==> config.mk <==
export PLATFORM = sky130hd
export DESIGN_NAME = clm_fsm
export DESIGN_NICKNAME = d
export VERILOG_FILES = /design/src/clm_pkg.sv /design/src/clm_fsm.sv
export SDC_FILE = /design/constraint.sdc
export NUM_CORES = 1
export LEC_CHECK = 0
export BUFFER_PORTS_ARGS = -buffer_cell sky130_fd_sc_hd__buf_4
export CORE_ASPECT_RATIO = 0.75
export CORE_MARGIN = 5
export CORE_UTILIZATION = 45
export CTS_CLUSTER_SIZE = 28
export DETAILED_ROUTE_END_ITERATION = 6
export PLACE_DENSITY_LB_ADDON = 0.05
export RECOVER_POWER = 25
export SLEW_MARGIN = 10
export SYNTH_ARGS = -nofsm -noshare
export SYNTH_HDL_FRONTEND = slang
export SYNTH_SLANG_ARGS = --single-unit
==> constraint.sdc <==
create_clock -name clk -period 8.6 [get_ports clk]
set_clock_uncertainty 0.2 [all_clocks]
set_input_delay 0.86 -clock clk [delete_from_list [all_inputs] [get_ports clk]]
set_output_delay 0.86 -clock clk [all_outputs]
set_load 0.01 [all_outputs]
==> src/clm_pkg.sv <==
// shared constants, codes and item types for the card loom magnet sequencer
// no dependencies; every other file except clm_store uses it by scoped names
package clm_pkg;

    localparam int MAX_LINES_DEF = 256;
    localparam int MAGNET_COUNT  = 24;
    localparam int PATTERN_W     = 24;
    localparam int INDEX_W       = 8;
    localparam int TICK_W        = 8;
    localparam int CFG_DATA_W    = 9;
    localparam int CFG_INDEX_W   = 2;
    localparam int STATE_W       = 3;

    localparam logic [PATTERN_W-1:0] MAGNET_MASK = (MAGNET_COUNT >= PATTERN_W) ? '1
        : PATTERN_W'((64'd1 << MAGNET_COUNT) - 64'd1);

    // state codes as seen on the result channel
    localparam logic [STATE_W-1:0] ST_IDLE  = 3'd0;
    localparam logic [STATE_W-1:0] ST_DRIVE = 3'd1;
    localparam logic [STATE_W-1:0] ST_PAUSE = 3'd2;
    localparam logic [STATE_W-1:0] ST_NEXT  = 3'd3;
    localparam logic [STATE_W-1:0] ST_EMERG = 3'd4;

    localparam logic OP_CTRL  = 1'b0;
    localparam logic OP_WRITE = 1'b1;

    localparam logic [CFG_INDEX_W-1:0] CFG_TIMEOUT   = 2'd0;
    localparam logic [CFG_INDEX_W-1:0] CFG_NUM_LINES = 2'd1;
    localparam logic [CFG_INDEX_W-1:0] CFG_DIRECTION = 2'd2;

    localparam logic [TICK_W-1:0] TIMEOUT_RST = 8'd3;

    typedef struct packed {
        logic                 opcode;
        logic [INDEX_W-1:0]   card_line_index;
        logic [PATTERN_W-1:0] card_line_pattern;
        logic                 emergency;
        logic                 start_req;
        logic                 end_request;
        logic                 pause_request;
        logic                 resume;
        logic                 restart;
        logic                 sensor;
        logic                 tick;
    } item_t;

    typedef struct packed {
        logic [STATE_W-1:0]   state_code;
        logic [INDEX_W-1:0]   line_index;
        logic [PATTERN_W-1:0] magnet_drive;
        logic                 paused;
    } result_t;

endpackage

==> src/clm_fsm.sv <==
// sequencer state machine, line counter, tick counter and configuration registers
// depends on clm_pkg; its state registers double as the result register
module clm_fsm #(
    parameter int MAX_LINES = clm_pkg::MAX_LINES_DEF,
    parameter int LINE_W    = $clog2(MAX_LINES)
) (
    input  logic                               clk,
    input  logic                               rst_n,
    input  logic                               cfg_wr_en,
    input  logic [clm_pkg::CFG_INDEX_W-1:0]    cfg_index,
    input  logic [clm_pkg::CFG_DATA_W-1:0]     cfg_data,
    input  logic                               fire,
    input  clm_pkg::item_t                     item_data,
    output logic [LINE_W-1:0]                  line_next_out,
    output logic [LINE_W-1:0]                  line_cur,
    output logic [clm_pkg::STATE_W-1:0]        state_cur
);

    localparam int CNT_W = LINE_W + 1;
    localparam int NW    = (CNT_W > clm_pkg::CFG_DATA_W) ? CNT_W : clm_pkg::CFG_DATA_W;

    typedef enum logic [clm_pkg::STATE_W-1:0] {
        S_IDLE  = clm_pkg::ST_IDLE,
        S_DRIVE = clm_pkg::ST_DRIVE,
        S_PAUSE = clm_pkg::ST_PAUSE,
        S_NEXT  = clm_pkg::ST_NEXT,
        S_EMERG = clm_pkg::ST_EMERG
    } state_t;

    state_t                      state_reg, state_next;
    state_t                      saved_reg, saved_next;
    logic [LINE_W-1:0]           line_reg, line_next;
    logic [clm_pkg::TICK_W-1:0]  elapsed_reg, elapsed_next, elapsed_inc;
    logic [clm_pkg::TICK_W-1:0]  timeout_reg;
    logic [CNT_W-1:0]            lines_reg;
    logic                        fwd_reg;
    logic                        timeout;
    logic [CNT_W-1:0]            line_inc;
    logic [LINE_W-1:0]           line_step;
    logic [NW-1:0]               lines_raw;
    logic [CNT_W-1:0]            lines_clamped;

    // line count clamped to 1 .. MAX_LINES when written
    always_comb
    begin
        lines_raw = NW'(cfg_data);
        if (lines_raw == '0)
        begin
            lines_clamped = CNT_W'(1);
        end
        else if (lines_raw > NW'(MAX_LINES))
        begin
            lines_clamped = CNT_W'(MAX_LINES);
        end
        else
        begin
            lines_clamped = CNT_W'(lines_raw);
        end
    end

    // one step of the line index with wrap
    always_comb
    begin
        line_inc = CNT_W'(line_reg) + CNT_W'(1);
        if (fwd_reg)
        begin
            line_step = (line_inc >= lines_reg) ? '0 : LINE_W'(line_inc);
        end
        else
        begin
            line_step = (line_reg == '0) ? LINE_W'(lines_reg - CNT_W'(1))
                                         : line_reg - LINE_W'(1);
        end
    end

    always_comb
    begin
        elapsed_inc = (item_data.tick && (elapsed_reg != '1)) ? elapsed_reg + 8'd1
                                                              : elapsed_reg;
        timeout      = elapsed_inc > timeout_reg;
        state_next   = state_reg;
        saved_next   = saved_reg;
        line_next    = line_reg;
        elapsed_next = elapsed_reg;
        if (fire && (item_data.opcode == clm_pkg::OP_CTRL))
        begin
            elapsed_next = elapsed_inc;
            unique case (state_reg)
                S_IDLE:
                begin
                    if (item_data.emergency)
                    begin
                        saved_next = S_IDLE;
                        state_next = S_EMERG;
                    end
                    else if (item_data.start_req)
                    begin
                        elapsed_next = '0;
                        state_next   = S_DRIVE;
                    end
                end
                S_DRIVE:
                begin
                    if (item_data.emergency)
                    begin
                        saved_next = S_PAUSE;
                        state_next = S_EMERG;
                    end
                    else if (item_data.end_request)
                    begin
                        state_next = S_IDLE;
                    end
                    else if (item_data.pause_request || timeout)
                    begin
                        state_next = S_PAUSE;
                    end
                    else if (item_data.sensor)
                    begin
                        state_next = S_NEXT;
                    end
                end
                S_PAUSE:
                begin
                    if (item_data.emergency)
                    begin
                        saved_next = S_PAUSE;
                        state_next = S_EMERG;
                    end
                    else if (item_data.end_request)
                    begin
                        state_next = S_IDLE;
                    end
                    else if (item_data.resume)
                    begin
                        elapsed_next = '0;
                        state_next   = S_DRIVE;
                    end
                end
                S_NEXT:
                begin
                    if (item_data.emergency)
                    begin
                        saved_next = S_PAUSE;
                        state_next = S_EMERG;
                    end
                    else if (item_data.end_request)
                    begin
                        state_next = S_IDLE;
                    end
                    else if (!item_data.sensor)
                    begin
                        line_next    = line_step;
                        elapsed_next = '0;
                        state_next   = S_DRIVE;
                    end
                end
                S_EMERG:
                begin
                    if (item_data.end_request)
                    begin
                        state_next = S_IDLE;
                    end
                    else if (item_data.restart)
                    begin
                        state_next = saved_reg;
                    end
                end
                default:
                begin
                    state_next = S_IDLE;
                end
            endcase
            if (state_next == S_IDLE)
            begin
                line_next = '0;
            end
        end
    end

    always_ff @(posedge clk or negedge rst_n)
    begin
        if (!rst_n)
        begin
            state_reg   <= S_IDLE;
            saved_reg   <= S_IDLE;
            line_reg    <= '0;
            elapsed_reg <= '0;
            timeout_reg <= clm_pkg::TIMEOUT_RST;
            lines_reg   <= CNT_W'(1);
            fwd_reg     <= 1'b1;
        end
        else
        begin
            state_reg   <= state_next;
            saved_reg   <= saved_next;
            line_reg    <= line_next;
            elapsed_reg <= elapsed_next;
            if (cfg_wr_en)
            begin
                unique case (cfg_index)
                    clm_pkg::CFG_TIMEOUT:   timeout_reg <= clm_pkg::TICK_W'(cfg_data);
                    clm_pkg::CFG_NUM_LINES: lines_reg   <= lines_clamped;
                    clm_pkg::CFG_DIRECTION: fwd_reg     <= cfg_data[0];
                    default:                ;
                endcase
            end
        end
    end

    assign line_next_out = line_next;
    assign line_cur      = line_reg;
    assign state_cur     = state_reg;

endmodule

# Yosys cells after proc, flatten, opt, wreduce, memory -nomap -nowiden
# Cells that the tools add are included.
# word_totals
inputBits	56
output_inout_bits	19
reg_bits	40
elab_cells	78
# classes
order_cmp	3
bitwise	1
n_addsub	4
reduce_logical	14
eq_ne	9
muxes	40
# ops
op	count
$mux W8	18
$mux W3	17
$pmux W8 S3	1
$mux W9	2
$sub A8 B1 Y8 const B	2
$pmux W3 S5	1
$add A8 B1 Y9 const B	1
$ge A9 B9 Y1	1
$gt A9 B9 Y1 const B	1
$logic_not A9 Y1	1
$add A8 B1 Y8 const B	1
$gt A8 B8 Y1	1
$logic_not A8 Y1	1
$ne A8 B8 Y1 const B	1
$eq A3 B2 Y1 const B	2
$logic_not A3 Y1	2
$pmux W3 S2	1
$reduce_and A2 Y1	3
$reduce_and A4 Y1	1
$eq A3 B1 Y1 const B	1
$eq A3 B3 Y1 const B	1
$reduce_or A3 Y1	1
$eq A2 B1 Y1 const B	1
$eq A2 B2 Y1 const B	1
other kinds (7)	8

# Depth between registers and ports, before layout
# Gate-level depths: netlist of run 1.
# depth
word_depth	13
depth_mapped	14
mapped_depth_nobuf	13

# Worst setup path after synthesis of run 1
# Ideal clock, no wire load.
# synth_path
kind	register to output
from	reg line_reg[2] (netlist: line_cur[2])
to	out line_next_out[6]
path_stages_with_launch	15
slack_ps	4708
arrival_ps	2832
n_path_buf	1
required_ps	7540
cell_sequence	dfrtp_1 clkbuf_1 nand3_1 inv_1 nand3_1 nor2_1 xnor2_1 inv_1 ha_1 and3_1 a221o_1 nand2_1 nand3_1 o32a_1 o221ai_1
# synth_via
elab_chain_cells	10
elab_cells_between_ends	13
classes_between	2 x add/sub; 1 x order compare; 9 x mux; 1 x reduce/logical
# synth_rtl
element	line	source
start: declaration	clm_fsm.sv:32	logic [LINE_W-1:0] line_reg, line_next;
start signal: assignment	clm_fsm.sv:196	line_reg <= line_next;
$add A8 B1 Y9	clm_fsm.sv:64	line_inc = CNT_W'(line_reg) + CNT_W'(1);
$ge A9 B9 Y1	clm_fsm.sv:67	line_step = (line_inc >= lines_reg) ? '0 : LINE_W'(line_inc);
$mux W8	clm_fsm.sv:67	
$mux W8 (*)	clm_fsm.sv:65	if (fwd_reg)
$mux W8 (*)	clm_fsm.sv:150	else if (!item_data.sensor)
$mux W8 (*)	clm_fsm.sv:146	else if (item_data.end_request)
$mux W8 (*)	clm_fsm.sv:141	if (item_data.emergency)
$mux W8 (*)	clm_fsm.sv:88	unique case (state_reg)
$mux W8 (*)	clm_fsm.sv:173	if (state_next == S_IDLE)
$mux W8 (*)	clm_fsm.sv:85	if (fire && (item_data.opcode == clm_pkg::OP_CTRL))
end: declaration	clm_fsm.sv:14	output logic [LINE_W-1:0] line_next_out,
# Every way passes the cells marked *; elsewhere a longest branch is shown, timed or not.

# Worst setup path in the final report of run 1
# layout_path
from	reg line_reg[0] (netlist: line_cur[0])
to	out line_next_out[2]
# The elaborated chain is that of the path after synthesis.

==> impl_metrics.csv, run 1 <==
group,metric,value,unit
run_status,status,"complete, but fails checks",
run_status,violations,"max-capacitance violations, max-slew violations",
clock_tree,clock_latency,290,ps
critical_path,max_stage_delay,500,ps
clock_tree,root_buffer,"clkbuf_8",
placement,dp_hpwl,5243,um
die,core_area,6225,um2
die,die_h,79,um
logic_synthesis,syn_area_per_cell,8.352,um2
critical_path,critical_path.most_common_cell,"ha_1",
grt,grt_pass1_wl,11600,um
cells_and_area,fin_area,3323,um2
die,pin_count,75,
critical_path,path_max_fanout,10,
logic_synthesis,ys_types,55,
placement,place.gp.congestion,0.8974,
power_and_ir_drop,power_density,153.0,nW/um2
logic_synthesis,async_reset_ff_share,100.0,%
run,maxCapViolations,1,
logic_synthesis,synth_flop_cell,"dfrtp_1",
drt,drt_wl_total,6854,um
logic_synthesis,syn_area,2856,um2
cells_and_area,largest_reg_flops,9,
critical_path,cp-startpoint,"line_cur[0]",
logic_synthesis,synth-edff-count,0,
drt,firstDrtPassIters,4,
power_and_ir_drop,p_leak,0.001532,uW
critical_path,rr_worst_depth,11,
sta,max-slew-margin-rel,-36.89,%
clock_tree,cts_hold_buffers,0,
grt,grt_max_degree,39,
die,start_util,45.89,%
grt,antenna_found_initial,0,
drt,drc,0,
grt,grt_pass1_vias,2382,
clock_tree,post_cts_resized,0,
cells_and_area,final_common_cell,"nand2_1",
sta,hold_ws,314.3,ps
sta,setup-violations-final,0,
sta,fin_crit_sh,52.79,%
cells_and_area,antenna_cells,0,
clock_tree,numClockSinks,38,
critical_path,cp.required,7540,ps
cells_and_area,drive_gt1_share,17.46,%
worst_hold_path,hold_end,"lines_reg[0]",
critical_path,cp_top_family,"simple AND/OR/NAND/NOR gates",
placement,placed_cell_area,3213,um2
critical_path,r2r_start,"line_cur[0]",
critical_path,path_buf_inv,1,
sta,timing.setup.tns,0,ps
worst_hold_path,hold_start,"lines_reg[0]",
placement,portBuffers,42,
critical_path,critical_path_class,"reg2out",
cells_and_area,num-fill-cells,597,
cells_and_area,nets,454,
logic_synthesis,synth-seq-cells,38,
logic_synthesis,yosysSeqAreaShare,33.46,%
clock_tree,cts_tree,"yes",
critical_path,critPathLaunchType,"flip-flop",
worst_hold_path,hold_path_depth,2,
cells_and_area,mostFrequentLayoutCells,"nand2_1 (46), buf_4 (42), dfrtp_1 (34)",
sta,rsz0062_at_grt,"no",
placement,dp.cells,451,
die,num_rows,25,
clock_tree,htreeDepth,2,
drt,ant_nets,0,
critical_path,worstPathCellList,"ha_1, and3_1, nand3_1, xnor2_1, ha_1, a21o_1, a221o_1, nand2_1, nand4b_2, nor3b_1, a211o_1, buf_4",
drt,drt_iter0_markers,127,
critical_path,slowest_stage,"dfrtp_1",
clock_tree,cts.reportedPaths.clkPinSlew,80,ps
power_and_ir_drop,irDropWorstVdd,0.07508,mV
clock_tree,cts_buffers,5,
drt,routed_via_density,5.486,
critical_path,critPathCaptureType,"output pin",
logic_synthesis,synth.net_count,419,
logic_synthesis,synth_cells,342,
sta,period_needed,4540,ps
die,dieArea,8058,um2
die,die_w,102,um
critical_path,ff2ff_setup_slack,5270,ps
worst_hold_path,hold_path.class,"reg2reg",
clock_tree,cts_setup_buffers,0,
sta,fmax,0.2203,GHz
grt,grt_use_total,17.88,%
drt,vias,2518,
cells_and_area,syn2layout_area_growth,16.34,%
cells_and_area,fin_cells,459,
clock_tree,cts_max_path_buffers,2,
sta,worst_pin_slew,2053,ps
critical_path,r2r_end,"line_cur[2]",
logic_synthesis,ys.warnings.count,0,
sta,final_hold_viol_count,0,
sta,drv_slew,39,
grt,grt.overflow.total,0,
drt,wl_per_cell,14.93,um
critical_path,arrival,3480,ps
synth_stat cells, types with 5 or more instances:
cell | instances | area [um2]
clkbuf_1 | 11 | 41.29
nor4_1 | 7 | 43.79
o21ai_0 | 29 | 145.1
nand2_1 | 46 | 172.7
ha_1 | 21 | 262.8
xnor2_1 | 9 | 78.83
nor2b_1 | 10 | 62.56
nand2b_1 | 15 | 93.84
nor2_1 | 18 | 67.56
xor2_1 | 7 | 61.31
nand3_1 | 11 | 55.05
dfrtp_1 | 34 | 850.8
inv_1 | 27 | 101.4
o31ai_1 | 5 | 37.54
a21oi_1 | 12 | 60.06
nor3_1 | 8 | 40.04
per-layer routing:
layer	global-route usage (%)	routed length [um]
met1	28.07	3682
met2	24.97	2744
met3	3.775	379
met4	3.539	48
met5	0	0
cells by family after synthesis:
family	synth area share, %
buffers and inverters	5.913
adder cells (fa/ha/maj)	9.198
XOR/XNOR	4.906
multiplexers	2.628
AO/OA/AOI/OAI	19.58
AND/OR/NAND/NOR	24.31
flip-flops	33.46
metrics by stage:
stage / power [uW] / worst slack, ps / util, %
after global placement: 354.9 / 4410 / 51.62
after CTS: 513.9 / 4065 / 53.45
after floorplan: 314.2 / 4708 / -
final: 508.5 / 4060 / 53.39
after detailed placement: 356.2 / 4409 / 51.62
after global routing: 545.1 / 3746 / 53.39
where the power goes:
group	total (uW)	internal, uW	leakage [uW]	switching, uW
logic	130	62.6	0.000989	67.6
clock network	155	86.3	0.0000504	68.6
registers	223	201	0.000492	21.9
final cells by class:
type	instances	area (um2)	share of cell area (%)
Clock inverter	3	45.04	1.355
Multi-Input combinational cell	262	1732	52.11
Inverter	27	101.3	3.050
Tap cell	81	101.3	3.050
Clock buffer	5	68.82	2.071
Timing Repair Buffer	43	319.1	9.601
Sequential cell	38	955.9	28.77
worst min-delay path, cell delays in order (launching register included):
cell,delay (ps)
dfstp_2,400
nand2_1,60
o31ai_1,60
how the worst max path moves through the flow:
stage | to | depth (start not counted)
after global placement | line_next_out[6] | 13
final | line_next_out[2] | 12
after global routing | line_next_out[2] | 14
after CTS | line_next_out[2] | 12
after detailed placement | line_next_out[6] | 11
after floorplan | line_next_out[6] | 14
Note: power is estimated with default switching activity, not from simulation.
==> run 2: changes to the inputs <==
Clock period 8.6 ns to 4.6 ns, I/O delays scaled along.
==> run 2 against run 1 <==
The flow still finishes with violations (max-capacitance violations, max-slew violations); sequential power is 87% higher; flip-flop and latch count is the same; register-to-register slack worse by 4000 ps; critical path depth unchanged; cell area is 0.94% higher; routed wire length rose by 0.76%; combinational power grew 88%; critical path type unchanged; largest cell class unchanged; largest power group unchanged; highest routed layer unchanged.
==> impl_metrics.csv, run 2 (same netlist as run 1, synthesis figures left out) <==
group,metric,value,unit
critical_path,cp_top_family,"simple AND/OR/NAND/NOR gates",
grt,grt_pass1_wl,11850,um
die,num_rows,25,
clock_tree,clock_latency,290,ps
sta,setup-violations-final,0,
sta,fin_crit_sh,89.25,%
clock_tree,cts_buffers,5,
sta,drv_slew,39,
cells_and_area,mostFrequentLayoutCells,"nand2_1 (46), buf_4 (40), dfrtp_1 (34)",
drt,drc,0,
power_and_ir_drop,irDropWorstVdd,0.1682,mV
critical_path,critPathLaunchType,"flip-flop",
clock_tree,cts_setup_buffers,0,
die,start_util,45.89,%
critical_path,arrival,3450,ps
drt,wl_per_cell,15.01,um
cells_and_area,num-fill-cells,603,
clock_tree,cts_tree,"yes",
die,pin_count,75,
run_status,violations,"max-capacitance violations, max-slew violations",
critical_path,max_stage_delay,510,ps
cells_and_area,largest_reg_flops,9,
sta,fmax,0.2436,GHz
sta,timing.setup.tns,0,ps
sta,max-slew-margin-rel,-42.51,%
cells_and_area,antenna_cells,0,
clock_tree,htreeDepth,2,
sta,final_hold_viol_count,0,
critical_path,worstPathCellList,"inv_1, ha_1, nor4b_1, and2_0, nor2_1, a21oi_1, ha_1, o2111ai_1, xor2_1, o32a_1, o221ai_1, buf_4",
clock_tree,root_buffer,"clkbuf_8",
drt,vias,2517,
sta,worst_pin_slew,2138,ps
worst_hold_path,hold_path.class,"in2reg",
drt,ant_nets,0,
sta,period_needed,4105,ps
grt,antenna_found_initial,0,
critical_path,critical_path.most_common_cell,"ha_1",
drt,routed_via_density,5.472,
power_and_ir_drop,power_density,303.5,nW/um2
placement,dp.cells,451,
drt,firstDrtPassIters,4,
cells_and_area,nets,455,
grt,grt_max_degree,39,
clock_tree,numClockSinks,38,
run_status,status,"complete, but fails checks",
grt,grt_use_total,18.38,%
drt,drt_wl_total,6906,um
clock_tree,cts.reportedPaths.clkPinSlew,80,ps
die,dieArea,8058,um2
critical_path,critical_path_class,"reg2out",
critical_path,path_buf_inv,2,
die,core_area,6225,um2
critical_path,cp.required,3940,ps
sta,rsz0062_at_grt,"no",
drt,drt_iter0_markers,143,
die,die_h,79,um
placement,dp_hpwl,5287,um
cells_and_area,final_common_cell,"nand2_1",
placement,portBuffers,42,
grt,grt_pass1_vias,2356,
run,maxCapViolations,1,
cells_and_area,fin_cells,460,
cells_and_area,syn2layout_area_growth,17.43,%
placement,place.gp.congestion,0.8980,
grt,grt.overflow.total,0,
die,die_w,102,um
clock_tree,cts_max_path_buffers,2,
critical_path,slowest_stage,"nor4b_1",
power_and_ir_drop,p_leak,0.001549,uW
cells_and_area,drive_gt1_share,16.62,%
critical_path,critPathCaptureType,"output pin",
critical_path,path_max_fanout,8,
-- run 2: cell count changes in the layout (fill, tap and decap cells not counted) --
cell / delta
clkbuf_8: +1
dfstp_2: -1
dfstp_1: +1
clkinvlp_4: -2
clkbuf_1: +2
dlygate4sd3_1: +1
bufinv_16: +1
buf_4: -2
-- run 2: final cells by class --
cell class,count,area (um2),share of cell area (%)
multi-input combinational,262,1732,51.62
sequential,38,955.9,28.50
timing repair buffer,44,321.6,9.586
inverter,27,101.3,3.021
tap,81,101.3,3.021
clock buffer,6,82.58,2.462
clock inverter,2,60.06,1.790
-- run 2: worst paths after layout --
path | startpoint | end | slack [ps] | depth (start not counted)
setup reg to reg | elapsed_reg[0] | state_cur[1] | 1270 | 13
hold reg to reg | lines_reg[0] | lines_reg[0] | 310 | 2
hold / removal | cfg_data[8] | lines_reg[0] | 170 | 2
min in group asynchronous | rst_n | line_cur[4] | 1120 | 2
setup / recovery | line_cur[0] | line_next_out[6] | 490 | 12
max in group asynchronous | rst_n | line_cur[7] | 1850 | 2
-- run 2: per-layer routing --
| metal | track usage, % | share of wire, % | vias to the layer above |
|---|---|---|---|
| met1 | 28.98 | 54 | 1167 |
| met5 | 0 | 0 | - |
| met3 | 4.214 | 6.6 | 5 |
| met2 | 25.29 | 39 | 57 |
| met4 | 3.539 | 0.55 | 0 |
| li1 | - | - | 1288 |
-- run 2: stage by stage --
stage	power, uW	cell area [um2]	setup WS, ps	hold slack, ps	util [%]
floorplan	587.4	2856	1108	-35.59	-
global placement	663.4	3213	812.4	270.5	51.62
detailed placement	667.0	3213	793.7	273.8	51.62
CTS	1031	3366	439.6	160.5	54.07
global route	1086	3354	157.2	172.9	53.89
finish	1018	3354	494.7	169.0	53.89
-- run 2: repair_timing --
action                                 in CTS  in global routing
hold buffers                                1                  0
gates resized for setup                     0                  0
endpoints found under the hold margin      34                  0
-- run 2: report_power, final --
part           internal (uW)  switching, uW  total [uW]
Sequential               376           40.8         417
Clock                    231            125         357
Combinational            117            127         245
Total                    725            293        1020
==> run 3: changes to the inputs <==
Settings changed: ABC_AREA set to 1.
==> run 3 against run 2 <==
Maximum frequency down 0.76%; largest power group is now combinational logic; cell count up 24%; critical endpoint is now line_next_out[0]; cell area up 5.0%; clock power down 18%; the run still ends with max-capacitance violations, max-slew violations left; global-route usage about the same; synthesized area up 5.2%.
==> impl_metrics.csv, run 3 <==
group,metric,value,unit
critical_path,arrival,3480,ps
logic_synthesis,async_reset_ff_share,100.0,%
worst_hold_path,hold_path_depth,3,
logic_synthesis,yosys.area.top_type_share,28.31,%
clock_tree,cts.reportedPaths.clkPinSlew,80,ps
critical_path,critPathCaptureType,"output pin",
die,pin_count,75,
placement,place.gp.congestion,0.9183,
worst_hold_path,hold_start,"cfg_data[8]",
logic_synthesis,synth-edff-count,0,
run_status,status,"complete, but fails checks",
die,dieArea,8430,um2
grt,grt_max_degree,39,
power_and_ir_drop,seqPwrFrac,36.5,%
power_and_ir_drop,p_int,729.1,uW
critical_path,critical_path_class,"reg2out",
cells_and_area,fin_cells,569,
critical_path,path_max_fanout,8,
critical_path,path_buf_inv,2,
logic_synthesis,syn_area_per_cell,6.800,um2
critical_path,critPathLaunchType,"flip-flop",
sta,fmax,0.2417,GHz
clock_tree,cts_buffers,5,
cells_and_area,drive_gt1_share,15.57,%
logic_synthesis,synth_flop_cell,"dfrtp_1",
drt,vias,2876,
logic_synthesis,synth_cells,442,
drt,drc,0,
power_and_ir_drop,netSwitchingPower,426.3,uW
cells_and_area,mostFrequentLayoutCells,"nand2_1 (120), inv_1 (74), buf_4 (40)",
clock_tree,cts_max_path_buffers,2,
logic_synthesis,ys_top_cells_by_area,"dfrtp_1 (28%), nand2_1 (15%), inv_1 (9.2%)",
logic_synthesis,ys_types,37,
drt,firstDrtPassIters,4,
cells_and_area,syn2layout_area_growth,17.19,%
logic_synthesis,syn_area,3005,um2
cells_and_area,num-fill-cells,651,
die,core_area,6412,um2
sta,max-slew-margin-rel,-28.67,%
logic_synthesis,ys.warnings.count,0,
logic_synthesis,synth.net_count,519,
drt,routed_via_density,5.054,
sta,timing.setup.tns,0,ps
power_and_ir_drop,power_density,328.1,nW/um2
critical_path,ff2ff_setup_slack,1240,ps
die,die_w,104.4,um
logic_synthesis,synth-seq-cells,38,
clock_tree,cts_tree,"yes",
clock_tree,numClockSinks,38,
cells_and_area,largest_reg_flops,9,
logic_synthesis,synth_most_common_cell,"nand2_1",
placement,dp_hpwl,6114,um
die,num_rows,25,
placement,portBuffers,42,
drt,drt_wl_total,7410,um
sta,worst_pin_slew,1930,ps
grt,grt_use_total,18.34,%
clock_tree,clock_latency,290,ps
power_and_ir_drop,pwr-share-clk,25.2,%
placement,dp.cells,560,
critical_path,r2r_start,"elapsed_reg[1]",
logic_synthesis,ys_top_cells_by_count,"nand2_1 (120), inv_1 (74), nand3_1 (37)",
clock_tree,root_buffer,"clkbuf_8",
run_status,violations,"max-capacitance violations, max-slew violations",
sta,fin_crit_sh,89.93,%
logic_synthesis,yosys.area.top_type,"dfrtp_1",
worst_hold_path,hold_path.class,"in2reg",
logic_synthesis,yosysSeqAreaShare,31.81,%
grt,grt_pass1_wl,12680,um
power_and_ir_drop,p_leak,0.001936,uW
drt,ant_nets,0,
critical_path,cp_top_family,"simple AND/OR/NAND/NOR gates",
critical_path,slowest_stage,"dfrtp_1",
power_and_ir_drop,power_frac_comb,38.2,%
critical_path,max_stage_delay,430,ps
grt,antenna_found_initial,0,
grt,grt_pass1_vias,2716,
critical_path,r2r_end,"line_cur[0]",
clock_tree,htreeDepth,2,
sta,final_hold_viol_count,0,
sta,period_needed,4137,ps
drt,drt_iter0_markers,131,
power_and_ir_drop,swShare,36.90,%
cells_and_area,multiInputGateArea,1723,um2
drt,wl_per_cell,13.02,um
die,start_util,46.87,%
cells_and_area,final_common_cell,"nand2_1",
sta,drv_slew,39,
grt,grt.overflow.total,0,
power_and_ir_drop,irDropWorstVdd,0.2061,mV
die,die_h,80.78,um
critical_path,worstPathCellList,"ha_1, nand2_1, inv_1, nand2_1, nor2_2, nand2_2, nand2_2, nor3_2, nand3_1, xor2_1, ha_1, nand2_1, nor2_1, nand4_1, nand2_1, nand3_1, nand2_1, nand2_1, nand2_1, nand3_2, nand2_1, nand2_1, buf_4",
cells_and_area,seq_area,955.9,um2
cells_and_area,antenna_cells,0,
worst_hold_path,hold_end,"lines_reg[8]",
run,maxCapViolations,1,
critical_path,critical_path.most_common_cell,"nand2_1",
sta,rsz0062_at_grt,"no",
sta,setup-violations-final,0,
critical_path,rr_worst_depth,22,
clock_tree,cts_setup_buffers,0,
critical_path,cp.required,3940,ps
cells_and_area,nets,564,
## run 3: power by group through the flow
stage / clock network [uW] / registers (uW) / logic, uW
2_1_floorplan: 0 / 420 / 327
3_3_place_gp: 0 / 427 / 432
3_5_place_dp: 0 / 428 / 442
4_1_cts: 299 / 422 / 444
5_1_grt: 313 / 429 / 512
6_report: 292 / 422 / 442
## run 3: how the worst max path moves through the flow
stage                               from                to  slack, ps  cells past startpoint
after floorplan           elapsed_reg[0]  line_next_out[4]       1340                     22
after global placement    elapsed_reg[1]  line_next_out[0]        710                     23
after detailed placement  elapsed_reg[0]  line_next_out[6]        700                     23
after CTS                 elapsed_reg[0]  line_next_out[0]        350                     23
after global routing      elapsed_reg[1]  line_next_out[0]         70                     23
final                     elapsed_reg[1]  line_next_out[0]        460                     23
## run 3: layer usage
metal  wire length (um)  up-vias  global-route usage (%)
li1                   -     1509                       -
met1               3797     1297                   26.86
met2               3143       63                   27.69
met3                404        7                   3.733
met4                 64        0                   4.657
met5                  0        -                       0
## run 3: final cells by class
class,count,share of cell area (%)
clock buffers,7,2.451
well taps,81,2.877
flip-flops and latches,38,27.14
inverters,81,8.632
repair buffers,43,9.130
clock inverters,1,0.8526
multi-input cells,318,48.92
## run 3: repair_timing
| action | CTS | global route |
|---|---|---|
| hold buffers | 1 | 0 |
| endpoints found under the hold margin | 34 | 0 |
| endpoints found under the setup margin | 0 | 8 |
| resized for setup | 0 | 1 |
## run 3: cell families after synthesis
kind of cell | synth area share, %
adders and majority gates | 8.743
AOI/OAI and AO/OA | 12.41
DFF | 31.81
xor gates and xnor gates | 2.914
and+or+nand+nor | 33.10
buffers and inverters | 11.03
## run 3: worst reg2reg max path: stages (launching register included)
cell and delay (ps):
dfrtp_1 430, ha_1 210, nand2_1 60, inv_1 60
nand2_1 80, nor2_2 50, nand2_2 80, nand2_2 90
nor3_2 240, nand3_1 130, xor2_1 180, ha_1 300
nand2_1 60, nor2_1 160, nand4_1 100, nand2_1 150
nand3_1 90, nand2_1 60, nand2_1 40, nand2_1 80
nand3_2 160, nand2_1 110, nand2_1 100
## run 3: stage by stage
step | power (uW) | instance area, um2 | hold slack [ps] | util, % | worst slack [ps]
finish | 1155 | 3522 | 232.6 | 54.93 | 463.1
global route | 1255 | 3522 | 243.9 | 54.93 | 72.59
detailed placement | 869.4 | 3395 | 250.2 | 52.94 | 698.2
global placement | 859.3 | 3395 | 252.9 | 52.94 | 714.9
CTS | 1166 | 3521 | 231.4 | 54.91 | 353.6
floorplan | 746.7 | 3005 | -35.59 | - | 1335
